===== config.mk =====
export PLATFORM = sky130hd
export DESIGN_NAME = base64_custom_alphabet_encoder
export DESIGN_NICKNAME = d
export VERILOG_FILES = /design/src/sv/b64cae_pkg.sv /design/src/sv/base64_custom_alphabet_encoder.sv /design/src/sv/b64cae_regroup.sv /design/src/sv/b64cae_outq.sv
export VERILOG_INCLUDE_DIRS = /design/src /design/src/sv
export SDC_FILE = /design/constraint.sdc
export NUM_CORES = 1
export LEC_CHECK = 0
export BUFFER_PORTS_ARGS = -buffer_cell sky130_fd_sc_hd__buf_2
export CAP_MARGIN = 25
export CELL_PAD_IN_SITES_DETAIL_PLACEMENT = 0
export CELL_PAD_IN_SITES_GLOBAL_PLACEMENT = 2
export CORE_MARGIN = 4
export CORE_UTILIZATION = 43
export CTS_CLUSTER_SIZE = 10
export DETAILED_ROUTE_END_ITERATION = 10
export MAX_ROUTING_LAYER = met4
export PLACE_DENSITY_LB_ADDON = 0.1
export SYNTH_ARGS = -nofsm -noshare
export SYNTH_HDL_FRONTEND = slang
export SYNTH_SLANG_ARGS = --single-unit

===== constraint.sdc =====
create_clock -name clk -period 7 [get_ports clk]
set_input_delay 1.75 -clock clk [delete_from_list [all_inputs] [get_ports clk]]
set_output_delay 1.75 -clock clk [all_outputs]
set_load 0.1 [all_outputs]

===== src/sv/base64_custom_alphabet_encoder_assert.svh =====
// ----------------------------------------------------------------------------
// base64 custom alphabet encoder assertion macros
// shared assertion forms, all clocked on clk and disabled while rst_n is low
// ----------------------------------------------------------------------------
`ifndef BASE64_CUSTOM_ALPHABET_ENCODER_ASSERT_SVH
`define BASE64_CUSTOM_ALPHABET_ENCODER_ASSERT_SVH

// same-cycle implication
`define B64CAE_ASSERT_IMP(lbl, ante, cons, msg) \
    lbl: assert property (@(posedge clk) disable iff (!rst_n) (ante) |-> (cons)) \
        else $error(msg);

// next-cycle implication
`define B64CAE_ASSERT_NXT(lbl, ante, cons, msg) \
    lbl: assert property (@(posedge clk) disable iff (!rst_n) (ante) |=> (cons)) \
        else $error(msg);

`endif


===== src/sv/b64cae_pkg.sv =====
// ----------------------------------------------------------------------------
// b64cae_pkg
// shared types, constants and the symbol lookup of the base64 encoder
// ----------------------------------------------------------------------------
package b64cae_pkg;

    // result queue sizing, one byte may need two free entries
    localparam int QDEPTH = 4;
    localparam int QPTR_W = $clog2(QDEPTH);
    localparam int QCNT_W = $clog2(QDEPTH + 1);

    localparam int BYTE_W = 8;
    localparam int SEXT_W = 6;
    localparam int CHAR_W = 7;

    // number of leftover bits carried between bytes
    typedef enum logic [1:0] {
        PH_0 = 2'd0,
        PH_2 = 2'd1,
        PH_4 = 2'd2
    } phase_t;

    // characters produced by one byte, handed to the result queue
    typedef struct packed {
        logic              push;
        logic              two;
        logic [CHAR_W-1:0] char0;
        logic [CHAR_W-1:0] char1;
        logic              last1;
    } pair_t;

    // 6-bit value to ascii: digits, upper case, lower case, '$', '@'
    function automatic logic [CHAR_W-1:0] sym_char(input logic [SEXT_W-1:0] v);
        logic [CHAR_W-1:0] c;
        if (v < 6'd10)
            c = 7'h30 + {1'b0, v};
        else if (v < 6'd36)
            c = 7'h41 + {1'b0, v - 6'd10};
        else if (v < 6'd62)
            c = 7'h61 + {1'b0, v - 6'd36};
        else if (v == 6'd62)
            c = 7'h24;
        else
            c = 7'h40;
        return c;
    endfunction

endpackage


===== src/sv/base64_custom_alphabet_encoder.sv =====
// ----------------------------------------------------------------------------
// base64_custom_alphabet_encoder
// streaming base64 encoder with a 64-symbol custom alphabet and no padding
// ----------------------------------------------------------------------------
// Message bytes enter on the s_ side, most significant bit first, with
// s_tlast on the final byte; ascii characters leave on the m_ side, one per
// ready cycle, with m_tlast on the last one. Alphabet: '0'-'9', 'A'-'Z',
// 'a'-'z', '$', '@'; the tail is zero padded to one character, no '='.
// Each byte gives one or two characters in one pass of logic into a
// four-entry result queue; a byte is taken whenever two entries are free,
// so a new byte can be accepted while earlier characters still wait in the
// queue. Characters are registered in the queue before they leave on m_.

module base64_custom_alphabet_encoder
(
    input  logic       clk,
    input  logic       rst_n,
    input  logic       s_tvalid,
    output logic       s_tready,
    input  logic [7:0] s_tdata,   // [7:0] data_byte
    input  logic       s_tlast,   // end_of_message
    output logic       m_tvalid,
    input  logic       m_tready,
    output logic [7:0] m_tdata,   // [6:0] symbol_char, [7] zero
    output logic       m_tlast    // last_symbol
);

    b64cae_pkg::pair_t pair;
    logic              room;
    logic              take;

    // accept a byte request while two queue entries are free
    assign s_tready = room;
    assign take     = s_tvalid && room;

    b64cae_regroup u_regroup
    (
        .clk            (clk),
        .rst_n          (rst_n),
        .take           (take),
        .data_byte      (s_tdata),
        .end_of_message (s_tlast),
        .pair           (pair)
    );

    b64cae_outq u_outq
    (
        .clk      (clk),
        .rst_n    (rst_n),
        .pair     (pair),
        .room     (room),
        .m_tvalid (m_tvalid),
        .m_tready (m_tready),
        .m_tdata  (m_tdata),
        .m_tlast  (m_tlast)
    );

endmodule


===== src/sv/b64cae_regroup.sv =====
// ----------------------------------------------------------------------------
// b64cae_regroup
// regroups each byte with the carried bits into one or two characters
// ----------------------------------------------------------------------------
`include "base64_custom_alphabet_encoder_assert.svh"

module b64cae_regroup
(
    input  logic                clk,
    input  logic                rst_n,
    input  logic                take,        // byte request accepted this cycle
    input  logic [7:0]          data_byte,
    input  logic                end_of_message,
    output b64cae_pkg::pair_t   pair
);

    b64cae_pkg::phase_t phase_reg, phase_next;
    logic [3:0]         bits_reg, bits_next;
    logic [5:0]         v0, v1;
    logic               two;

    // carried bits and phase
    always_ff @(posedge clk or negedge rst_n)
    begin
        if (!rst_n)
        begin
            phase_reg <= b64cae_pkg::PH_0;
            bits_reg  <= 4'd0;
        end
        else if (take)
        begin
            phase_reg <= phase_next;
            bits_reg  <= bits_next;
        end
    end

    // split the byte according to how many bits are held
    always_comb
    begin
        unique case (phase_reg)
            b64cae_pkg::PH_2:
            begin
                v0         = {bits_reg[1:0], data_byte[7:4]};
                v1         = {data_byte[3:0], 2'b00};
                two        = end_of_message;
                phase_next = b64cae_pkg::PH_4;
                bits_next  = data_byte[3:0];
            end
            b64cae_pkg::PH_4:
            begin
                v0         = {bits_reg, data_byte[7:6]};
                v1         = data_byte[5:0];
                two        = 1'b1;
                phase_next = b64cae_pkg::PH_0;
                bits_next  = 4'd0;
            end
            default:
            begin
                v0         = data_byte[7:2];
                v1         = {data_byte[1:0], 4'b0000};
                two        = end_of_message;
                phase_next = b64cae_pkg::PH_2;
                bits_next  = {2'b00, data_byte[1:0]};
            end
        endcase
        // flush returns to the start of a new message
        if (end_of_message)
        begin
            phase_next = b64cae_pkg::PH_0;
            bits_next  = 4'd0;
        end
    end

    // characters for the queue
    always_comb
    begin
        pair.push  = take;
        pair.two   = two;
        pair.char0 = b64cae_pkg::sym_char(v0);
        pair.char1 = b64cae_pkg::sym_char(v1);
        pair.last1 = end_of_message;
    end

    `B64CAE_ASSERT_NXT(a_flush_resets, take && end_of_message, phase_reg == b64cae_pkg::PH_0 && bits_reg == 4'd0, "phase not cleared after end of message")
    `B64CAE_ASSERT_IMP(a_ph4_two, take && phase_reg == b64cae_pkg::PH_4, pair.two, "four held bits must give two characters")
    `B64CAE_ASSERT_IMP(a_ph0_bits, phase_reg == b64cae_pkg::PH_0, bits_reg == 4'd0, "bits held with empty phase")

endmodule


===== src/sv/b64cae_outq.sv =====
// ----------------------------------------------------------------------------
// b64cae_outq
// small result queue, takes one or two characters and sends one a cycle while m_tready is high
// ----------------------------------------------------------------------------
`include "base64_custom_alphabet_encoder_assert.svh"

module b64cae_outq
(
    input  logic                clk,
    input  logic                rst_n,
    input  b64cae_pkg::pair_t   pair,
    output logic                room,        // space for two characters
    output logic                m_tvalid,
    input  logic                m_tready,
    output logic [7:0]          m_tdata,
    output logic                m_tlast
);

    localparam int QDEPTH = b64cae_pkg::QDEPTH;
    localparam int QPTR_W = b64cae_pkg::QPTR_W;
    localparam int QCNT_W = b64cae_pkg::QCNT_W;
    localparam int CHAR_W = b64cae_pkg::CHAR_W;

    logic [CHAR_W:0]   q_reg [QDEPTH];
    logic [QPTR_W-1:0] wr_ptr_reg, wr_ptr_next;
    logic [QPTR_W-1:0] rd_ptr_reg, rd_ptr_next;
    logic [QCNT_W-1:0] count_reg, count_next;
    logic [1:0]        n_push;
    logic              pop;

    assign pop    = (count_reg != '0) && m_tready;
    assign n_push = pair.push ? (pair.two ? 2'd2 : 2'd1) : 2'd0;
    assign room   = count_reg <= QCNT_W'(QDEPTH - 2);

    // pointer and fill arithmetic
    always_comb
    begin
        wr_ptr_next = wr_ptr_reg + QPTR_W'(n_push);
        rd_ptr_next = rd_ptr_reg + QPTR_W'(pop);
        count_next  = count_reg + QCNT_W'(n_push) - QCNT_W'(pop);
    end

    always_ff @(posedge clk or negedge rst_n)
    begin
        if (!rst_n)
        begin
            wr_ptr_reg <= '0;
            rd_ptr_reg <= '0;
            count_reg  <= '0;
        end
        else
        begin
            wr_ptr_reg <= wr_ptr_next;
            rd_ptr_reg <= rd_ptr_next;
            count_reg  <= count_next;
        end
    end

    // queue entries, first character is never the last one
    always_ff @(posedge clk)
    begin
        if (pair.push)
        begin
            q_reg[wr_ptr_reg] <= {1'b0, pair.char0};
            if (pair.two)
                q_reg[wr_ptr_reg + QPTR_W'(1)] <= {pair.last1, pair.char1};
        end
    end

    // head of the queue drives the result port
    assign m_tvalid = count_reg != '0;
    assign m_tdata  = {1'b0, q_reg[rd_ptr_reg][CHAR_W-1:0]};
    assign m_tlast  = q_reg[rd_ptr_reg][CHAR_W];

    `B64CAE_ASSERT_IMP(a_no_overflow, 1'b1, count_reg <= QCNT_W'(QDEPTH), "queue fill beyond depth")
    `B64CAE_ASSERT_IMP(a_push_room, pair.push, room, "characters pushed without room")
    `B64CAE_ASSERT_NXT(a_pop_step, pop && !pair.push, count_reg == $past(count_reg) - QCNT_W'(1), "fill did not drop after a sent character")

endmodule


[Word level (Yosys, flattened, before mapping)]
Memories as Yosys holds them, arrays and structs flattened.
Cells that the tools add are included.
Word-level totals
  word-level logic and storage cells: 57
  bits in writable memories: 32
  input bits: 13
  memories kept: 1
  output and inout bits: 11
  register bits after elaboration: 13
Memories
  u_outq.q_reg: depth 4, width 8, read ports 1, clocked after memory_dff 0, wr ports 2, line b64cae_outq.sv:24  | logic [CHAR_W:0] q_reg [QDEPTH];
Cells by class
  $add $sub $neg: 15
  multiplexer cells: 22
  equality and inequality tests: 4
  order comparisons: 7
  reduce and logical (&&, ||, !) cells: 3
Operator list (number)
  $mux W7: 8
  $add A7 B6 Y7 const A: 4
  $lt A6 B6 Y1 const B: 4
  $pmux W6 S2: 2
  $add A6 B6 Y7 const A: 2
  $eq A6 B6 Y1 const B: 2
  $lt A6 B4 Y1 const B: 2
  $sub A6 B4 Y6 const B: 2
  $sub A6 B6 Y6 const B: 2
  $pmux W4 S2: 1
  $mux W1: 6
  $mux W2: 3
  $mux W4: 1
  $pmux W2 S2: 1
  $add A3 B2 Y3: 1
  $le A3 B2 Y1 const B: 1
  $reduce_bool A3 Y1: 1
  $sub A3 B1 Y3: 1
  $add A2 B1 Y2: 1
  $add A2 B1 Y2 const B: 1
  $add A2 B2 Y2: 1
  $eq A2 B1 Y1 const B: 1
  $eq A2 B2 Y1 const B: 1
  $logic_and A1 B1 Y1: 2

[Logic depth before layout (Yosys ltp)]
  word-level depth: 7
  gate-level depth with buffers: 15
  gate-level depth less buffers: 13

[Hierarchy]
From an unflattened synthesis, not the netlist that was laid out.
Unflattened totals
  cell total of the unflattened synthesis: 341
  area total of the unflattened synthesis: 3643.5 um^2
Modules (own cells, without submodules)
  b64cae_outq: cells an instance 125, seq. area each 1136.1 um^2, area an instance 2024.4 um^2, times used 1
  b64cae_regroup: cells an instance 215, seq. area each 150.1 um^2, area an instance 1612.8 um^2, times used 1
  base64_custom_alphabet_encoder: cells an instance 1, seq. area each 0.0 um^2, area an instance 6.3 um^2, times used 1

[Least setup slack after synthesis]
No wires, ideal clock.
  path type: input to register
  start: input s_tdata[3]
  end: memory u_outq.q_reg[0][5] in the netlist's numbering, data pin
  arrival time: 3.628 ns
  library setup time: 0.267 ns
  data required time: 6.733 ns
  stages on the path: 12
  buffers on the path: 1
  path slack: 3.105 ns
  path through: a22oi_2 > or2_1 > buf_2 > inv_1 > ha_1 > a31oi_1 > nand3_1 > a21oi_1 > or4_4 > a221oi_2 > a211oi_2 > o22ai_1
RTL lines
  from (decl): line base64_custom_alphabet_encoder.sv:20  | input logic [7:0] s_tdata,
  to (decl): line b64cae_outq.sv:24

==> metrics.json <==
{
  "critical_path.endpoint_type": "flop",
  "cts_resized": 0,
  "ys_warn_count": 0,
  "synth-edff-count": 32,
  "grt_remaining_overflow": 0,
  "final_min_period_over_clock_period_pct": 61.8,
  "die-height_um": 101,
  "cts_hold_buf": 0,
  "worstReg2RegStart": "u_regroup.phase_reg[0]",
  "ff_to_ff_end": "u_outq.q_reg[0][6]",
  "max_cap_violations": 0,
  "worst_ep_required_time_ns": 7.05,
  "cts_inserted_buffers": 5,
  "synth_ff_type": "edfxtp_1",
  "post_synthesis_compound_gate_area_fraction_pct": 18.7,
  "synth-adder-area-share_pct": 11.2,
  "detail_route.wirelength_mm": 9.01,
  "die_width_um": 101,
  "antenna_violating_nets_left": 0,
  "synth_area_per_cell_um2": 9.81,
  "mostFrequentLayoutCells": "nand2_1 (45), ha_1 (32), edfxtp_1 (32)",
  "post_route_cells_drive_above_1_share_pct": 17.5,
  "slew_violations": 0,
  "combinational_family_with_the_most_area_after_synthesis": "compound AO/OA/AOI/OAI gates",
  "fin_setup_tns_ns": 0,
  "fp-row-count": 33,
  "synth.cell_area_um2": 3750,
  "coreArea_um2": 8340,
  "layout_commonest_cell": "nand2_1",
  "worstPathArrival_ns": 4.38,
  "synth.mux.area_fraction_pct": 9.08,
  "finalWorstPathRequiredPeriod_ns": 4.33,
  "report.final.setup_viol": 0,
  "dr.pass1.iters": 4,
  "synth_async_sr_flop_share_pct": 28.9,
  "cp-start-kind": "input port",
  "final.setup.worst_slack_ns": 2.67,
  "cts.htree.levels": 2,
  "antenna_violations_before_repair": 0,
  "hold_viol": 0,
  "num_io_pins": 24,
  "area.growth.synth_to_final_pct": 6.01,
  "cts_tree": "yes",
  "finish.utilization_pct": 47.6,
  "drt-vias-per-instance": 5.86,
  "rsz_0062_raised_after_global_routing": "no",
  "num_antenna_cells": 0,
  "worst-path-max-fanout": 6,
  "final.setup_skew_ns": 0.0110,
  "hold_class": "flop to flop",
  "crit_family": "compound AO/OA/AOI/OAI gates",
  "clock_path_buffers": 2,
  "grt_pass1_vias": 2840,
  "drt_iter0_markers": 98,
  "max_clock_freq_mhz": 231,
  "place_ws_ns": 2.44,
  "timing.critical_path.cells": "buf_2, a22oi_2, or2_1, inv_1, ha_1, a31oi_1, nand3_1, a21oi_1, or4_4, a221oi_2, a211oi_2, o22ai_1",
  "io_buffers": 22,
  "status": "completed",
  "avgRoutedWirePerCell_um": 18.1,
  "timing.hold.worst.start": "u_regroup.bits_reg[2]",
  "postSynthNetCount": 428,
  "hold_end": "u_regroup.bits_reg[2]",
  "hpwlAfterDp_mm": 6.91,
  "grt_max_degree": 25,
  "cell_count_after_synthesis": 382,
  "design.die.area_um2": 10300,
  "worst_path_max_delay_cell": "a211oi_2",
  "timing.reg2reg.worst_path_depth": 11,
  "fraction_of_the_yosys_area_taken_by_sequential_cells_pct": 34.3,
  "via_count": 2922,
  "route.detailed.drc": 0,
  "initial_core_util_pct": 44.9,
  "gp_congestion": 0.865,
  "timing.reg2reg.setup_slack_ns": 3.15,
  "grt_first_pass_wirelength_mm": 14.9,
  "slew_at_the_pin_with_the_worst_max_slew_slack_ns": 0.861,
  "synth_simple_gate_area_share_pct": 16.3,
  "clk_pin_slew_ns": 0.10,
  "gr-usage-all-layers_pct": 19.0,
  "cell_depth_of_the_worst_hold_path": 2,
  "clkSinkCount": 45,
  "worstSkewPairLatency_ns": 0.32,
  "count_of_nets_after_finishing": 439,
  "clockRootBuffer": "clkbuf_8",
  "postSynthRegisterBits": 45,
  "cts_setup_buffers": 0,
  "post_synth_num_cell_types": 66,
  "maxSlewHeadroom_pct": 42.2,
  "synth_xor_area_share_pct": 4.67,
  "largest_register_ffs": 32,
  "critical_path.n_buffers_inverters": 2,
  "timing.critical_path.slowest_cell_delay_ns": 0.41,
  "worstSetupPathType": "input port to flop"
}
-- worst min-delay path: cells and delay by family, from the launching register on --
family / cells / cell delay, ns
and+or+nand+nor: 2 / 0.10
DFF: 1 / 0.36
-- per-stage QoR --
stage          instances  hold slack [ns]  instance area, um^2
2_1_floorplan        382            0.440                 3750
3_5_place_dp         491            0.460                 3880
4_1_cts              499            0.484                 3970
6_report             499            0.480                 3970
3_3_place_gp         491            0.459                 3880
5_1_grt              499            0.516                 3970
-- Yosys cell counts (4+ instances only) --
cell type	n	area share [%]
nand2_1	45	4.5
edfxtp_1	32	26
ha_1	32	11
nor2_1	19	1.9
o21ai_0	18	2.4
mux2i_1	16	4.3
xnor2_1	16	3.7
a21oi_1	14	1.9
inv_1	14	1.4
dfrtp_1	13	8.7
nor3_1	11	1.5
o22ai_1	10	1.7
mux4_2	8	4.8
nand3_1	8	1.1
buf_6	7	2.1
a22oi_1	6	1.2
a31oi_1	6	1.0
clkbuf_1	6	0.60
nand2b_1	6	1.0
a21o_1	5	1.0
or2_1	5	0.83
inv_2	4	0.40
nor2b_1	4	0.67
o22a_1	4	0.93
or2_2	4	0.67
xor2_1	4	0.93
-- worst max path at each step --
stage                from                 end  depth (start not counted)
2_1_floorplan  s_tdata[3]  u_outq.q_reg[0][5]                         12
3_3_place_gp   s_tdata[3]  u_outq.q_reg[0][5]                         12
3_5_place_dp   s_tdata[3]  u_outq.q_reg[3][5]                         12
4_1_cts        s_tdata[3]  u_outq.q_reg[2][5]                         12
5_1_grt        s_tdata[3]  u_outq.q_reg[0][4]                         11
6_report       s_tdata[3]  u_outq.q_reg[2][5]                         12
-- cell type report --
type                            instances  area [um^2]
Sequential cell                        45         1290
Timing Repair Buffer                   24          125
Clock buffer                            5         68.8
Tap cell                              105          131
Inverter                               20         77.6
Multi-Input combinational cell        297         2260
Fill cell                             810         4370
Clock inverter                          3         25.0
-- cell families (layout without fill, tap and decap cells) --
| family | after synthesis | in the layout |
|---|---|---|
| flops | 45 | 45 |
| buf+inv | 40 | 52 |
| other cells | 1 | 1 |
| compound gates | 96 | 96 |
| xor+xnor | 20 | 20 |
| fa+ha+maj | 33 | 33 |
| simple gates | 123 | 123 |
| mux | 24 | 24 |
-- routing by layer --
layer / part of all wire, % / routed length, um / global-route usage (%) / vias to the layer above
met2: 46 / 4150 / 29.2 / 73
met4: 2.3 / 204 / 5.62 / 0
li1: - / - / - / 1434
met5: 0 / 0 / - / -
met3: 3.5 / 316 / 2.75 / 17
met1: 48 / 4340 / 26.2 / 1398
Power is not shown: default switching activity piles up to over one toggle a cycle in this logic, so the estimate is an artifact.
